**config.mk**
```make
export PLATFORM = sky130hd
export DESIGN_NAME = letterbox_fit_layout
export DESIGN_NICKNAME = d
export VERILOG_FILES = /design/src/hw/rtl/lbfit_pkg.sv /design/src/hw/rtl/letterbox_fit_layout.sv /design/src/hw/rtl/lbfit_front.sv /design/src/hw/rtl/lbfit_div_cell.sv /design/src/hw/rtl/lbfit_back.sv
export VERILOG_INCLUDE_DIRS = /design/src /design/src/hw/rtl
export SDC_FILE = /design/constraint.sdc
export NUM_CORES = 2
export LEC_CHECK = 0
export ABC_AREA = 1
export CORE_ASPECT_RATIO = 1.4
export CORE_MARGIN = 8
export CORE_UTILIZATION = 40
export CTS_BUF_LIST = sky130_fd_sc_hd__clkbuf_8
export CTS_CLUSTER_SIZE = 16
export DETAILED_ROUTE_END_ITERATION = 8
export DONT_BUFFER_PORTS = 1
export PLACE_DENSITY_LB_ADDON = 0.12
export SLEW_MARGIN = 20
export SYNTH_ARGS = -nofsm -noshare
export SYNTH_HDL_FRONTEND = slang
export SYNTH_SLANG_ARGS = --single-unit
```
**constraint.sdc**
```tcl
create_clock -name clock -period 10.96 [get_ports clock]
set_input_delay 2.192 -clock clock [delete_from_list [all_inputs] [get_ports clock]]
set_output_delay 2.192 -clock clock [all_outputs]
set_load 0.1 [all_outputs]
```
**src/hw/rtl/letterbox_fit_layout_assert.svh**
```systemverilog
// Assertion macros used by the letterbox fit layout output stage.
`ifndef LETTERBOX_FIT_LAYOUT_ASSERT_SVH
`define LETTERBOX_FIT_LAYOUT_ASSERT_SVH

// Checked outside reset only.
`define LBF_ASSERT(label, clk, rst, prop) \
   label: assert property (@(posedge clk) disable iff (rst) prop) \
      else $error("letterbox fit layout check failed");

// Checked at every edge, reset included.
`define LBF_ASSERT_ALWAYS(label, clk, prop) \
   label: assert property (@(posedge clk) prop) \
      else $error("letterbox fit layout check failed");

`endif

```
**src/hw/rtl/lbfit_pkg.sv**
```systemverilog
// Types and constants shared by the letterbox fit layout modules.
`timescale 1ns / 1ps
package lbfit_pkg;

   localparam int DIM_W  = 13;
   localparam int PROD_W = 2 * DIM_W;
   localparam int COORD_W = 16;
   localparam int PLACE_W = 17;
   localparam int CSR_IDX_W = 3;
   localparam int CSR_DATA_W = 16;
   localparam int MAX_DIMENSION_DEF = 8191;

   typedef enum logic [CSR_IDX_W-1:0] {
      CSR_BOUND_X      = 3'd0,
      CSR_BOUND_Y      = 3'd1,
      CSR_BOUND_WIDTH  = 3'd2,
      CSR_BOUND_HEIGHT = 3'd3,
      CSR_STRETCH      = 3'd4,
      CSR_KEEP_ASPECT  = 3'd5
   } csr_index_type;

   typedef enum logic [1:0] {
      MODE_CENTER = 2'd0,
      MODE_FILL   = 2'd1,
      MODE_FIT_W  = 2'd2,
      MODE_FIT_H  = 2'd3
   } mode_type;

   typedef struct packed {
      logic                zero;
      mode_type            mode;
      logic [DIM_W-1:0]    iw;
      logic [DIM_W-1:0]    ih;
      logic [DIM_W-1:0]    bw;
      logic [DIM_W-1:0]    bh;
      logic [COORD_W-1:0]  bx;
      logic [COORD_W-1:0]  by;
      logic [PROD_W-1:0]   dividend;
      logic [DIM_W-1:0]    divisor;
      logic [DIM_W-1:0]    rem;
      logic [DIM_W-1:0]    quot;
   } item_type;

   typedef struct packed {
      logic [COORD_W-1:0] bound_x;
      logic [COORD_W-1:0] bound_y;
      logic [DIM_W-1:0]   area_width;
      logic [DIM_W-1:0]   area_height;
      logic               stretch_enable;
      logic               keep_aspect;
   } cfg_type;

endpackage

```
**src/hw/rtl/letterbox_fit_layout.sv**
```systemverilog
// Pipeline: two front stages, thirteen divider cells and one output register
// lie between input transfer and result.
// Throughput: one item per cycle while the receiver takes results; the chain of
// divider cells, one quotient bit per cell, sets this figure and each stage stalls only when full.
// Reset (synchronous) empties the pipeline and loads the register defaults.
`timescale 1ns / 1ps
module letterbox_fit_layout #(
   parameter int MAX_DIMENSION = lbfit_pkg::MAX_DIMENSION_DEF
) (
   input  logic                             clock,
   input  logic                             reset,
   input  logic                             req_tvalid,
   output logic                             req_tready,
   // source_width [12:0], source_height [25:13], zero fill [31:26]
   input  logic [31:0]                      req_tdata,
   output logic                             rsp_tvalid,
   input  logic                             rsp_tready,
   // place_x, place_y, place_width, place_height, pad_left, pad_top,
   // pad_right, pad_bottom
   output logic [111:0]                     rsp_tdata,
   // valid_res
   output logic                             rsp_tuser,
   input  logic                             csr_we,
   input  logic [lbfit_pkg::CSR_IDX_W-1:0]  csr_index,
   input  logic [lbfit_pkg::CSR_DATA_W-1:0] csr_wdata
);
   import lbfit_pkg::*;

   cfg_type  cfg_ff;
   logic     chain_valid [0:DIM_W];
   logic     chain_ready [0:DIM_W];
   item_type chain_item  [0:DIM_W];
   logic [PLACE_W-1:0] px, py;
   logic [DIM_W-1:0]   pw, ph, pl, pt, pr, pb;

   always_ff @(posedge clock) begin
      if (reset) begin
         cfg_ff.bound_x        <= '0;
         cfg_ff.bound_y        <= '0;
         cfg_ff.area_width     <= DIM_W'(1920);
         cfg_ff.area_height    <= DIM_W'(1080);
         cfg_ff.stretch_enable <= 1'b0;
         cfg_ff.keep_aspect    <= 1'b1;
      end else if (csr_we) begin
         unique case (csr_index)
            CSR_BOUND_X:      cfg_ff.bound_x        <= csr_wdata;
            CSR_BOUND_Y:      cfg_ff.bound_y        <= csr_wdata;
            CSR_BOUND_WIDTH:  cfg_ff.area_width     <= csr_wdata[DIM_W-1:0];
            CSR_BOUND_HEIGHT: cfg_ff.area_height    <= csr_wdata[DIM_W-1:0];
            CSR_STRETCH:      cfg_ff.stretch_enable <= csr_wdata[0];
            CSR_KEEP_ASPECT:  cfg_ff.keep_aspect    <= csr_wdata[0];
            default: begin
            end
         endcase
      end
   end

   lbfit_front #(.MAX_DIMENSION(MAX_DIMENSION)) u_front (
      .clock     (clock),
      .reset     (reset),
      .cfg       (cfg_ff),
      .in_valid  (req_tvalid),
      .in_ready  (req_tready),
      .in_iw     (req_tdata[DIM_W-1:0]),
      .in_ih     (req_tdata[2*DIM_W-1:DIM_W]),
      .out_valid (chain_valid[0]),
      .out_ready (chain_ready[0]),
      .out_item  (chain_item[0])
   );

   for (genvar g = 0; g < DIM_W; g++) begin : g_cell
      lbfit_div_cell #(.STEP(g)) u_cell (
         .clock     (clock),
         .reset     (reset),
         .in_valid  (chain_valid[g]),
         .in_ready  (chain_ready[g]),
         .in_item   (chain_item[g]),
         .out_valid (chain_valid[g+1]),
         .out_ready (chain_ready[g+1]),
         .out_item  (chain_item[g+1])
      );
   end

   lbfit_back u_back (
      .clock        (clock),
      .reset        (reset),
      .in_valid     (chain_valid[DIM_W]),
      .in_ready     (chain_ready[DIM_W]),
      .in_item      (chain_item[DIM_W]),
      .out_valid    (rsp_tvalid),
      .out_ready    (rsp_tready),
      .place_x      (px),
      .place_y      (py),
      .place_width  (pw),
      .place_height (ph),
      .pad_left     (pl),
      .pad_top      (pt),
      .pad_right    (pr),
      .pad_bottom   (pb),
      .valid_res    (rsp_tuser)
   );

   assign rsp_tdata = {pb, pr, pt, pl, ph, pw, py, px};

endmodule

```
**src/hw/rtl/lbfit_front.sv**
```systemverilog
// Input stages: clamping, cross products and choice of placement mode.
`timescale 1ns / 1ps
module lbfit_front #(
   parameter int MAX_DIMENSION = lbfit_pkg::MAX_DIMENSION_DEF
) (
   input  logic                        clock,
   input  logic                        reset,
   input  lbfit_pkg::cfg_type          cfg,
   input  logic                        in_valid,
   output logic                        in_ready,
   input  logic [lbfit_pkg::DIM_W-1:0] in_iw,
   input  logic [lbfit_pkg::DIM_W-1:0] in_ih,
   output logic                        out_valid,
   input  logic                        out_ready,
   output lbfit_pkg::item_type         out_item
);
   import lbfit_pkg::*;

   localparam logic [DIM_W-1:0] MAX_D = DIM_W'(MAX_DIMENSION);

   logic              a_valid_ff, a_valid_in;
   logic              a_zero_ff, a_st_ff, a_ka_ff;
   logic [DIM_W-1:0]  a_iw_ff, a_ih_ff, a_bw_ff, a_bh_ff;
   logic [COORD_W-1:0] a_bx_ff, a_by_ff;
   logic [PROD_W-1:0] a_wprod_ff, a_hprod_ff;
   logic              b_valid_ff, b_valid_in;
   item_type          b_item_ff, b_item_in;
   logic [DIM_W-1:0]  iw_c, ih_c, bw_c, bh_c;
   logic              a_adv, b_adv, fits_bound, wider;

   function automatic logic [DIM_W-1:0] clamp(input logic [DIM_W-1:0] v);
      return (32'(v) > 32'(MAX_DIMENSION)) ? MAX_D : v;
   endfunction

   assign b_adv    = !b_valid_ff || out_ready;
   assign a_adv    = !a_valid_ff || b_adv;
   assign in_ready = a_adv;
   assign iw_c = clamp(in_iw);
   assign ih_c = clamp(in_ih);
   assign bw_c = clamp(cfg.area_width);
   assign bh_c = clamp(cfg.area_height);
   assign a_valid_in = a_adv ? in_valid : a_valid_ff;
   assign b_valid_in = b_adv ? a_valid_ff : b_valid_ff;

   always_ff @(posedge clock) begin
      if (reset) begin
         a_valid_ff <= 1'b0;
         b_valid_ff <= 1'b0;
      end else begin
         a_valid_ff <= a_valid_in;
         b_valid_ff <= b_valid_in;
      end
   end

   always_ff @(posedge clock) begin
      if (a_adv) begin
         a_zero_ff  <= (iw_c == '0) || (ih_c == '0);
         a_iw_ff    <= iw_c;
         a_ih_ff    <= ih_c;
         a_bw_ff    <= bw_c;
         a_bh_ff    <= bh_c;
         a_bx_ff    <= cfg.bound_x;
         a_by_ff    <= cfg.bound_y;
         a_st_ff    <= cfg.stretch_enable;
         a_ka_ff    <= cfg.keep_aspect;
         a_wprod_ff <= PROD_W'(iw_c) * PROD_W'(bh_c);
         a_hprod_ff <= PROD_W'(bw_c) * PROD_W'(ih_c);
      end
      if (b_adv) begin
         b_item_ff <= b_item_in;
      end
   end

   always_comb begin
      fits_bound = (a_iw_ff <= a_bw_ff) && (a_ih_ff <= a_bh_ff);
      wider  = a_wprod_ff >= a_hprod_ff;
      b_item_in = '0;
      b_item_in.zero = a_zero_ff;
      b_item_in.iw = a_iw_ff;
      b_item_in.ih = a_ih_ff;
      b_item_in.bw = a_bw_ff;
      b_item_in.bh = a_bh_ff;
      b_item_in.bx = a_bx_ff;
      b_item_in.by = a_by_ff;
      if (fits_bound && !a_st_ff) begin
         b_item_in.mode = MODE_CENTER;
      end else if (!a_ka_ff) begin
         b_item_in.mode = MODE_FILL;
      end else if (wider) begin
         b_item_in.mode = MODE_FIT_W;
      end else begin
         b_item_in.mode = MODE_FIT_H;
      end
      if (wider) begin
         b_item_in.dividend = a_hprod_ff;
         b_item_in.divisor  = a_iw_ff;
      end else begin
         b_item_in.dividend = a_wprod_ff;
         b_item_in.divisor  = a_ih_ff;
      end
      b_item_in.rem  = b_item_in.dividend[PROD_W-1:DIM_W];
      b_item_in.quot = '0;
   end

   assign out_valid = b_valid_ff;
   assign out_item  = b_item_ff;

endmodule

```
**src/hw/rtl/lbfit_div_cell.sv**
```systemverilog
// One cell of the divider chain: forms one quotient bit per transfer.
`timescale 1ns / 1ps
module lbfit_div_cell #(
   parameter int STEP = 0
) (
   input  logic                clock,
   input  logic                reset,
   input  logic                in_valid,
   output logic                in_ready,
   input  lbfit_pkg::item_type in_item,
   output logic                out_valid,
   input  logic                out_ready,
   output lbfit_pkg::item_type out_item
);
   import lbfit_pkg::*;

   localparam int BIT = DIM_W - 1 - STEP;

   logic           valid_ff, valid_in, adv, ge;
   item_type       item_ff, item_in;
   logic [DIM_W:0] trial, diff;

   assign adv      = !valid_ff || out_ready;
   assign in_ready = adv;
   assign valid_in = adv ? in_valid : valid_ff;

   always_comb begin
      trial = {in_item.rem, in_item.dividend[BIT]};
      diff  = trial - {1'b0, in_item.divisor};
      ge    = trial >= {1'b0, in_item.divisor};
      item_in = in_item;
      item_in.rem  = ge ? diff[DIM_W-1:0] : trial[DIM_W-1:0];
      item_in.quot = {in_item.quot[DIM_W-2:0], ge};
   end

   always_ff @(posedge clock) begin
      if (reset) begin
         valid_ff <= 1'b0;
      end else begin
         valid_ff <= valid_in;
      end
   end

   always_ff @(posedge clock) begin
      if (adv) begin
         item_ff <= item_in;
      end
   end

   assign out_valid = valid_ff;
   assign out_item  = item_ff;

endmodule

```
**src/hw/rtl/lbfit_back.sv**
```systemverilog
// Output stage: placed rectangle, paddings and result register.
`timescale 1ns / 1ps
module lbfit_back (
   input  logic                          clock,
   input  logic                          reset,
   input  logic                          in_valid,
   output logic                          in_ready,
   input  lbfit_pkg::item_type           in_item,
   output logic                          out_valid,
   input  logic                          out_ready,
   output logic [lbfit_pkg::PLACE_W-1:0] place_x,
   output logic [lbfit_pkg::PLACE_W-1:0] place_y,
   output logic [lbfit_pkg::DIM_W-1:0]   place_width,
   output logic [lbfit_pkg::DIM_W-1:0]   place_height,
   output logic [lbfit_pkg::DIM_W-1:0]   pad_left,
   output logic [lbfit_pkg::DIM_W-1:0]   pad_top,
   output logic [lbfit_pkg::DIM_W-1:0]   pad_right,
   output logic [lbfit_pkg::DIM_W-1:0]   pad_bottom,
   output logic                          valid_res
);
   import lbfit_pkg::*;
   `include "letterbox_fit_layout_assert.svh"

   logic               valid_ff, valid_in, adv;
   logic [DIM_W-1:0]   pw, ph, pl, pt, pw_ff, ph_ff, pl_ff, pt_ff, pr_ff, pb_ff;
   logic [PLACE_W-1:0] px_ff, py_ff;
   logic               res_ff;

   assign adv      = !valid_ff || out_ready;
   assign in_ready = adv;
   assign valid_in = adv ? in_valid : valid_ff;

   always_comb begin
      pw = in_item.bw;
      ph = in_item.bh;
      pl = '0;
      pt = '0;
      unique case (in_item.mode)
         MODE_CENTER: begin
            pw = in_item.iw;
            ph = in_item.ih;
            pl = DIM_W'(in_item.bw - in_item.iw) >> 1;
            pt = DIM_W'(in_item.bh - in_item.ih) >> 1;
         end
         MODE_FILL: begin
         end
         MODE_FIT_W: begin
            ph = in_item.quot;
            pt = DIM_W'(in_item.bh - in_item.quot) >> 1;
         end
         MODE_FIT_H: begin
            pw = in_item.quot;
            pl = DIM_W'(in_item.bw - in_item.quot) >> 1;
         end
         default: begin
         end
      endcase
   end

   always_ff @(posedge clock) begin
      if (reset) begin
         valid_ff <= 1'b0;
      end else begin
         valid_ff <= valid_in;
      end
   end

   always_ff @(posedge clock) begin
      if (adv) begin
         if (in_item.zero) begin
            px_ff  <= '0;
            py_ff  <= '0;
            pw_ff  <= '0;
            ph_ff  <= '0;
            pl_ff  <= '0;
            pt_ff  <= '0;
            pr_ff  <= '0;
            pb_ff  <= '0;
            res_ff <= 1'b0;
         end else begin
            px_ff  <= PLACE_W'(signed'(in_item.bx)) + PLACE_W'(pl);
            py_ff  <= PLACE_W'(signed'(in_item.by)) + PLACE_W'(pt);
            pw_ff  <= pw;
            ph_ff  <= ph;
            pl_ff  <= pl;
            pt_ff  <= pt;
            pr_ff  <= in_item.bw - pl - pw;
            pb_ff  <= in_item.bh - pt - ph;
            res_ff <= 1'b1;
         end
      end
   end

   assign out_valid    = valid_ff;
   assign place_x      = px_ff;
   assign place_y      = py_ff;
   assign place_width  = pw_ff;
   assign place_height = ph_ff;
   assign pad_left     = pl_ff;
   assign pad_top      = pt_ff;
   assign pad_right    = pr_ff;
   assign pad_bottom   = pb_ff;
   assign valid_res    = res_ff;

   `LBF_ASSERT(a_fitw_quot, clock, reset, in_valid && !in_item.zero && in_item.mode == MODE_FIT_W |-> in_item.quot <= in_item.bh)
   `LBF_ASSERT(a_fith_quot, clock, reset, in_valid && !in_item.zero && in_item.mode == MODE_FIT_H |-> in_item.quot <= in_item.bw)
   `LBF_ASSERT(a_zero_out, clock, reset, out_valid && !valid_res |-> place_width == '0 && pad_right == '0 && place_x == '0)
   `LBF_ASSERT_ALWAYS(a_reset_empty, clock, reset |=> !out_valid)

endmodule

```
# Word level (Yosys, flattened, before mapping)
# Cells that the tools add are included.
[totals] reg_bits=2066 in_bits=56
[classes] addsub=22 n_mul=2 order_cmp=16 n_eq_ne=7 mux=20 n_bitwise=1 reduce_logical=47
[op_table] op="subtractor 13 bit" n=18
[op_table] op=">= comparator 14 x 13 -> 1 bit" n=13
[op_table] op="2-to-1 mux 13 bit" n=12
[op_table] op="multiplier 13 x 13 -> 26 bit" n=2
[op_table] op="case mux 13 bit (2 select lines)" n=2
[op_table] op="case mux 12 bit (2 select lines)" n=2
[op_table] op="2-to-1 mux 39 bit" n=1
[op_table] op="adder 16 x 13 -> 17 bit" n=2
[op_table] op=">= comparator 26 bit" n=1
[op_table] op="<= comparator 13 bit" n=2
[op_table] op="logical NOT 13 bit" n=2
[op_table] op="subtractor 13 x 12 -> 13 bit" n=2
[op_table] op="logical NOT 1 bit" n=17
[op_table] op="logical OR 1 bit" n=17
[op_table] op="AND reduction 2 bit" n=6
[op_table] op="equality test 3 x 2 -> 1 bit, second input constant" n=2
[op_table] op="equality test 3 bit, second input constant" n=2
[op_table] op="equality test 2 bit, second input constant" n=2
[op_table] op="equality test 3 x 1 -> 1 bit, second input constant" n=1
[op_table] op="logical NOT 3 bit" n=1
[op_table] op="2-to-1 mux 1 bit" n=3
[op_table] op="logical AND 1 bit" n=2
[op_table] op="logical NOT 2 bit" n=1
[op_table] op="OR reduction 2 bit" n=1
[op_table] op="NOT 1 bit" n=1

# Longest topological paths before layout
[logic_depth] word_depth=17 ltp_mapped=27

# Cells and area by module
# From an unflattened synthesis, not the netlist that was laid out.
[unflattened] hier_cells=8850 area_unflattened_um2=109830.3
[modules_own_cells] mod="lbfit_div_cell at g_cell[3].u_cell ..." instances=7 cells_per_inst=372 area_per_inst_um2=5810.6
[modules_own_cells] mod="lbfit_div_cell at g_cell[0].u_cell ..." instances=6 cells_per_inst=372 area_per_inst_um2=5809.3
[modules_own_cells] mod="lbfit_front" instances=1 cells_per_inst=2354 area_per_inst_um2=22205.0
[modules_own_cells] mod="lbfit_back" instances=1 cells_per_inst=1313 area_per_inst_um2=9664.3
[modules_own_cells] mod="letterbox_fit_layout" instances=1 cells_per_inst=347 area_per_inst_um2=2431.1

# Worst setup path before layout
# OpenSTA, ideal clock, no wires.
[synth_timing] path_type="input -> output" start="input rsp_tready" end="output req_tready" arrival_ns=9.614 required_time_ns=8.768 path_slack_ns=-0.846 path_stages=8 cell_sequence="inv_1 -> nand4_4 -> nor3_4 -> nand4_4 -> nor2_4 -> nand4_4 -> nor2_8 -> nand4_4"
[synth_between] elab_chain_len=16
[synth_rtl] item="start: declaration" line="letterbox_fit_layout.sv:17" rtl="input logic rsp_tready,"
[synth_rtl] item="logical OR 1 bit" line="lbfit_back.sv:29" rtl="assign adv = !valid_ff || out_ready;"
[synth_rtl] item="logical OR 1 bit (2 in series)" line="lbfit_div_cell.sv:23" rtl="assign adv = !valid_ff || out_ready;"
[synth_rtl] item="net g_cell[10].u_cell.out_ready" line="lbfit_div_cell.sv:12" rtl="input logic out_ready,"
[synth_rtl] item="logical OR 1 bit (5 in series)" line="lbfit_div_cell.sv:23"
[synth_rtl] item="net g_cell[5].u_cell.out_ready" line="lbfit_div_cell.sv:12"
[synth_rtl] item="logical OR 1 bit (4 in series)" line="lbfit_div_cell.sv:23"
[synth_rtl] item="net g_cell[1].u_cell.out_ready" line="lbfit_div_cell.sv:12"
[synth_rtl] item="logical OR 1 bit (2 in series)" line="lbfit_div_cell.sv:23"
[synth_rtl] item="logical OR 1 bit" line="lbfit_front.sv:35" rtl="assign b_adv = !b_valid_ff || out_ready;"
[synth_rtl] item="logical OR 1 bit" line="lbfit_front.sv:36" rtl="assign a_adv = !a_valid_ff || b_adv;"
[synth_rtl] item="end: declaration" line="letterbox_fit_layout.sv:13" rtl="output logic req_tready,"
# The timed path passes the listed nets, and every way through them passes these cells.

# Final worst setup path
# Ends and elaborated chain as after synthesis.

==> metrics.yaml <==
fin_worst_skew_ns: 0.0539
worstPathMaxFanout: 52
critical_path_class: "in -> out"
drt-total-wl_mm: 187
grt_first_pass_wirelength_mm: 287
cp_cell_sequence: "inv_12, nand4_4, nor3_4, nand4_4, buf_4, nor2_4, nand4_4, nor2_8, nand4_4"
grt_max_degree: 78
ioPinCount: 171
max-slew-margin-rel_pct: 25.6
fp-row-count: 206
first_pass_iters: 7
antenna_found_initial: 3
clk_pin_slew_ns: 0.06
die_height_um: 578
slew_violations: 0
ys.flop_type: "edfxtp_1"
p_leak_nw: 43.3
cts_buffer_depth: 4
synth.mux.area_fraction_pct: 0
ys_async_sr_fraction_pct: 0
ctsHoldBuffers: 0
gp_congestion: 0.937
ant_nets: 0
synth_top_family_by_area: "adder cells"
p_total_mw: 29.1
cpPeakStageDelay_ns: 0.44
num_vias: 48300
synthCells: 6723
yosysSeqAreaShare_pct: 67.8
path_common_cell: "nand4_4"
synth_fa_ha_area_share_pct: 12.3
critPathLaunchType: "input port"
ctsResizeCount: 0
drive_gt1_share_pct: 7.38
wire_per_inst_um: 18.3
post-route-period-util_pct: 63.3
gr-usage-all-layers_pct: 15.2
synth_top_cell_by_area: "edfxtp_1"
met2WireLength_mm: 100
holdPathStages: 0
synth-seq-cells: 2064
slowest_stage: "nand4_4"
synth_compound_area_share_pct: 5.59
synth_area_mm2: 0.0904
powerDensity_mw_per_mm2: 291
overflow: 0
finalCriticalPeriod_ns: 6.94
cts_num_sinks: 2064
ys_top_cells_by_area: "edfxtp_1, fa_1, ha_1"
fmax_ghz: 0.144
wl_met1_mm: 65.8
post-cts-setup-buffers: 0
cts_tree: "yes"
synth.top_cell.area_share_pct: 66.1
drt-initial-drc-count: 2476
top_layer: "met4"
rsz0062_at_grt: "false"
htreeDepth: 5
status: "complete, no violations"
grt_pass1_vias: 50979
cp_data_required_time_ns: 8.77
arrival_ns: 4.75
maxCapViolations: 0
start_util_pct: 40.2
cts_root_buffer: "clkbuf_8"
worst_pin_slew_ns: 1.11
avgSynthCellArea_um2: 13.4
dpl.hpwl_mm: 141
cts_buffers: 320
reg2regPathDepth: 22
hold_ws_ns: 0.377
core_area_mm2: 0.225
syn_to_final_growth_pct: 10.7
finalNetCount: 7749
synth_cell_types: 55
setup.worst_path.end_class: "output pin"
final_area_mm2: 0.100
ys_warn_count: 0
synth-xor-area-share_pct: 1.72
hold_path.class: "reg -> reg"
synth-edff-count: 1988
die_area_mm2: 0.242
wl_met3_mm: 7.28
final-setup-viol-count: 0
vias_per_cell: 4.72
drc: 0
vdd_drop_max_mv: 0.267
port_buffers: 0
yosys.area_share.simple_pct: 7.72
clock_latency_ns: 0.90
placed_area_mm2: 0.0941
fp.dieW_um: 418
hold_viol: 0
[routing by layer]
layer	vias to the layer above	global-route usage (%)
met5	-	0
met4	0	10.3
met3	533	2.58
met2	1110	29.1
met1	23014	14.9
li1	23643	-
[cell usage after synthesis, types with 31 or more instances]
master	number
fa_1	282
nand4_1	43
clkbuf_1	96
inv_1	1027
a21o_1	31
ha_1	440
edfxtp_1	1988
o21ai_0	234
a21oi_1	475
nand3_1	141
nor3_1	33
nor2_1	535
dfxtp_1	76
xor2_1	79
xnor2_1	98
nand2_1	878
[area by class of cell]
type	count	area [um^2]
Antenna cell	4	10.0
Sequential cell	2064	61200
Multi-Input combinational cell	3502	24800
Tap cell	3016	3770
Inverter	1029	3890
Timing Repair Buffer	54	405
Fill cell	20447	125000
Clock inverter	235	1280
Clock buffer	335	4610
[cell families after synthesis]
family	count (synthesis)
flops	2064
simple gates	1690
buf+inv	1158
compound gates	911
fa+ha+maj	722
xor+xnor	177
other cells	1
[registers in the layout (all words and copies together), names as in the netlist, 16 cells and up]
name,flops
g_cell.u_cell.out_item,1612
u_front.a_by_ff,16
u_front.a_hprod_ff,26
u_back.place_x,17
u_front.out_item,126
u_front.a_wprod_ff,26
u_back.place_y,17
cfg_ff,60
u_front.a_bx_ff,16
[report_power, final]
group          switching [mW]  internal (mW)  total (mW)
Clock                    2.85           3.08        5.93
Sequential               2.02           10.9        12.9
Combinational            6.52           3.80        10.3
Total                    11.4           17.7        29.1
[cells in the final DEF (no fill, tap or decap), types with 15 or more instances in the layout]
| master | instances |
|---|---|
| clkinv_1 | 73 |
| nor2_1 | 535 |
| nand2_1 | 875 |
| inv_1 | 1111 |
| xor2_1 | 79 |
| or2_2 | 21 |
| edfxtp_1 | 1988 |
| a21boi_0 | 22 |
| o21ai_0 | 234 |
| a21oi_1 | 475 |
| buf_4 | 54 |
| nor3_1 | 33 |
| a21o_1 | 31 |
| a31oi_1 | 24 |
| nand3_1 | 139 |
| o21a_1 | 17 |
| xnor2_1 | 98 |
| clkinv_2 | 47 |
| fa_1 | 282 |
| clkbuf_8 | 335 |
| o21ai_1 | 24 |
| dfxtp_1 | 76 |
| ha_1 | 440 |
| a221oi_1 | 15 |
| nand4_1 | 43 |
[metrics by stage]
step	setup TNS, ns	cells	setup WS (ns)	utilization (%)
3_5_place_dp	0	9665	3.58	41.9
5_1_grt	0	10239	3.81	44.5
4_1_cts	0	10235	3.95	44.5
2_1_floorplan	-0.729	6724	-0.729	-
3_3_place_gp	0	9665	3.58	41.9
6_report	0	10239	4.02	44.5
[worst max-delay path, delay by kind of cell]
kind,cells,cell delay (ns)
buffers and inverters,2,0.38
AND/OR/NAND/NOR,7,2.14
[path summary, 6_finish.rpt]
| kind | slack [ns] | end | start |
|---|---|---|---|
| worst max-delay path | 4.02 | req_tready | rsp_tready |
| worst max register to register | 4.78 | u_back.pad_bottom[10] | g_cell[12].u_cell.out_item[149] |
| worst min register to register | 0.38 | g_cell[4].u_cell.out_item[69] | g_cell[3].u_cell.out_item[69] |
| worst min-delay path | 0.38 | g_cell[4].u_cell.out_item[69] | g_cell[3].u_cell.out_item[69] |
No activity file was read; power rests on OpenSTA's default activity.
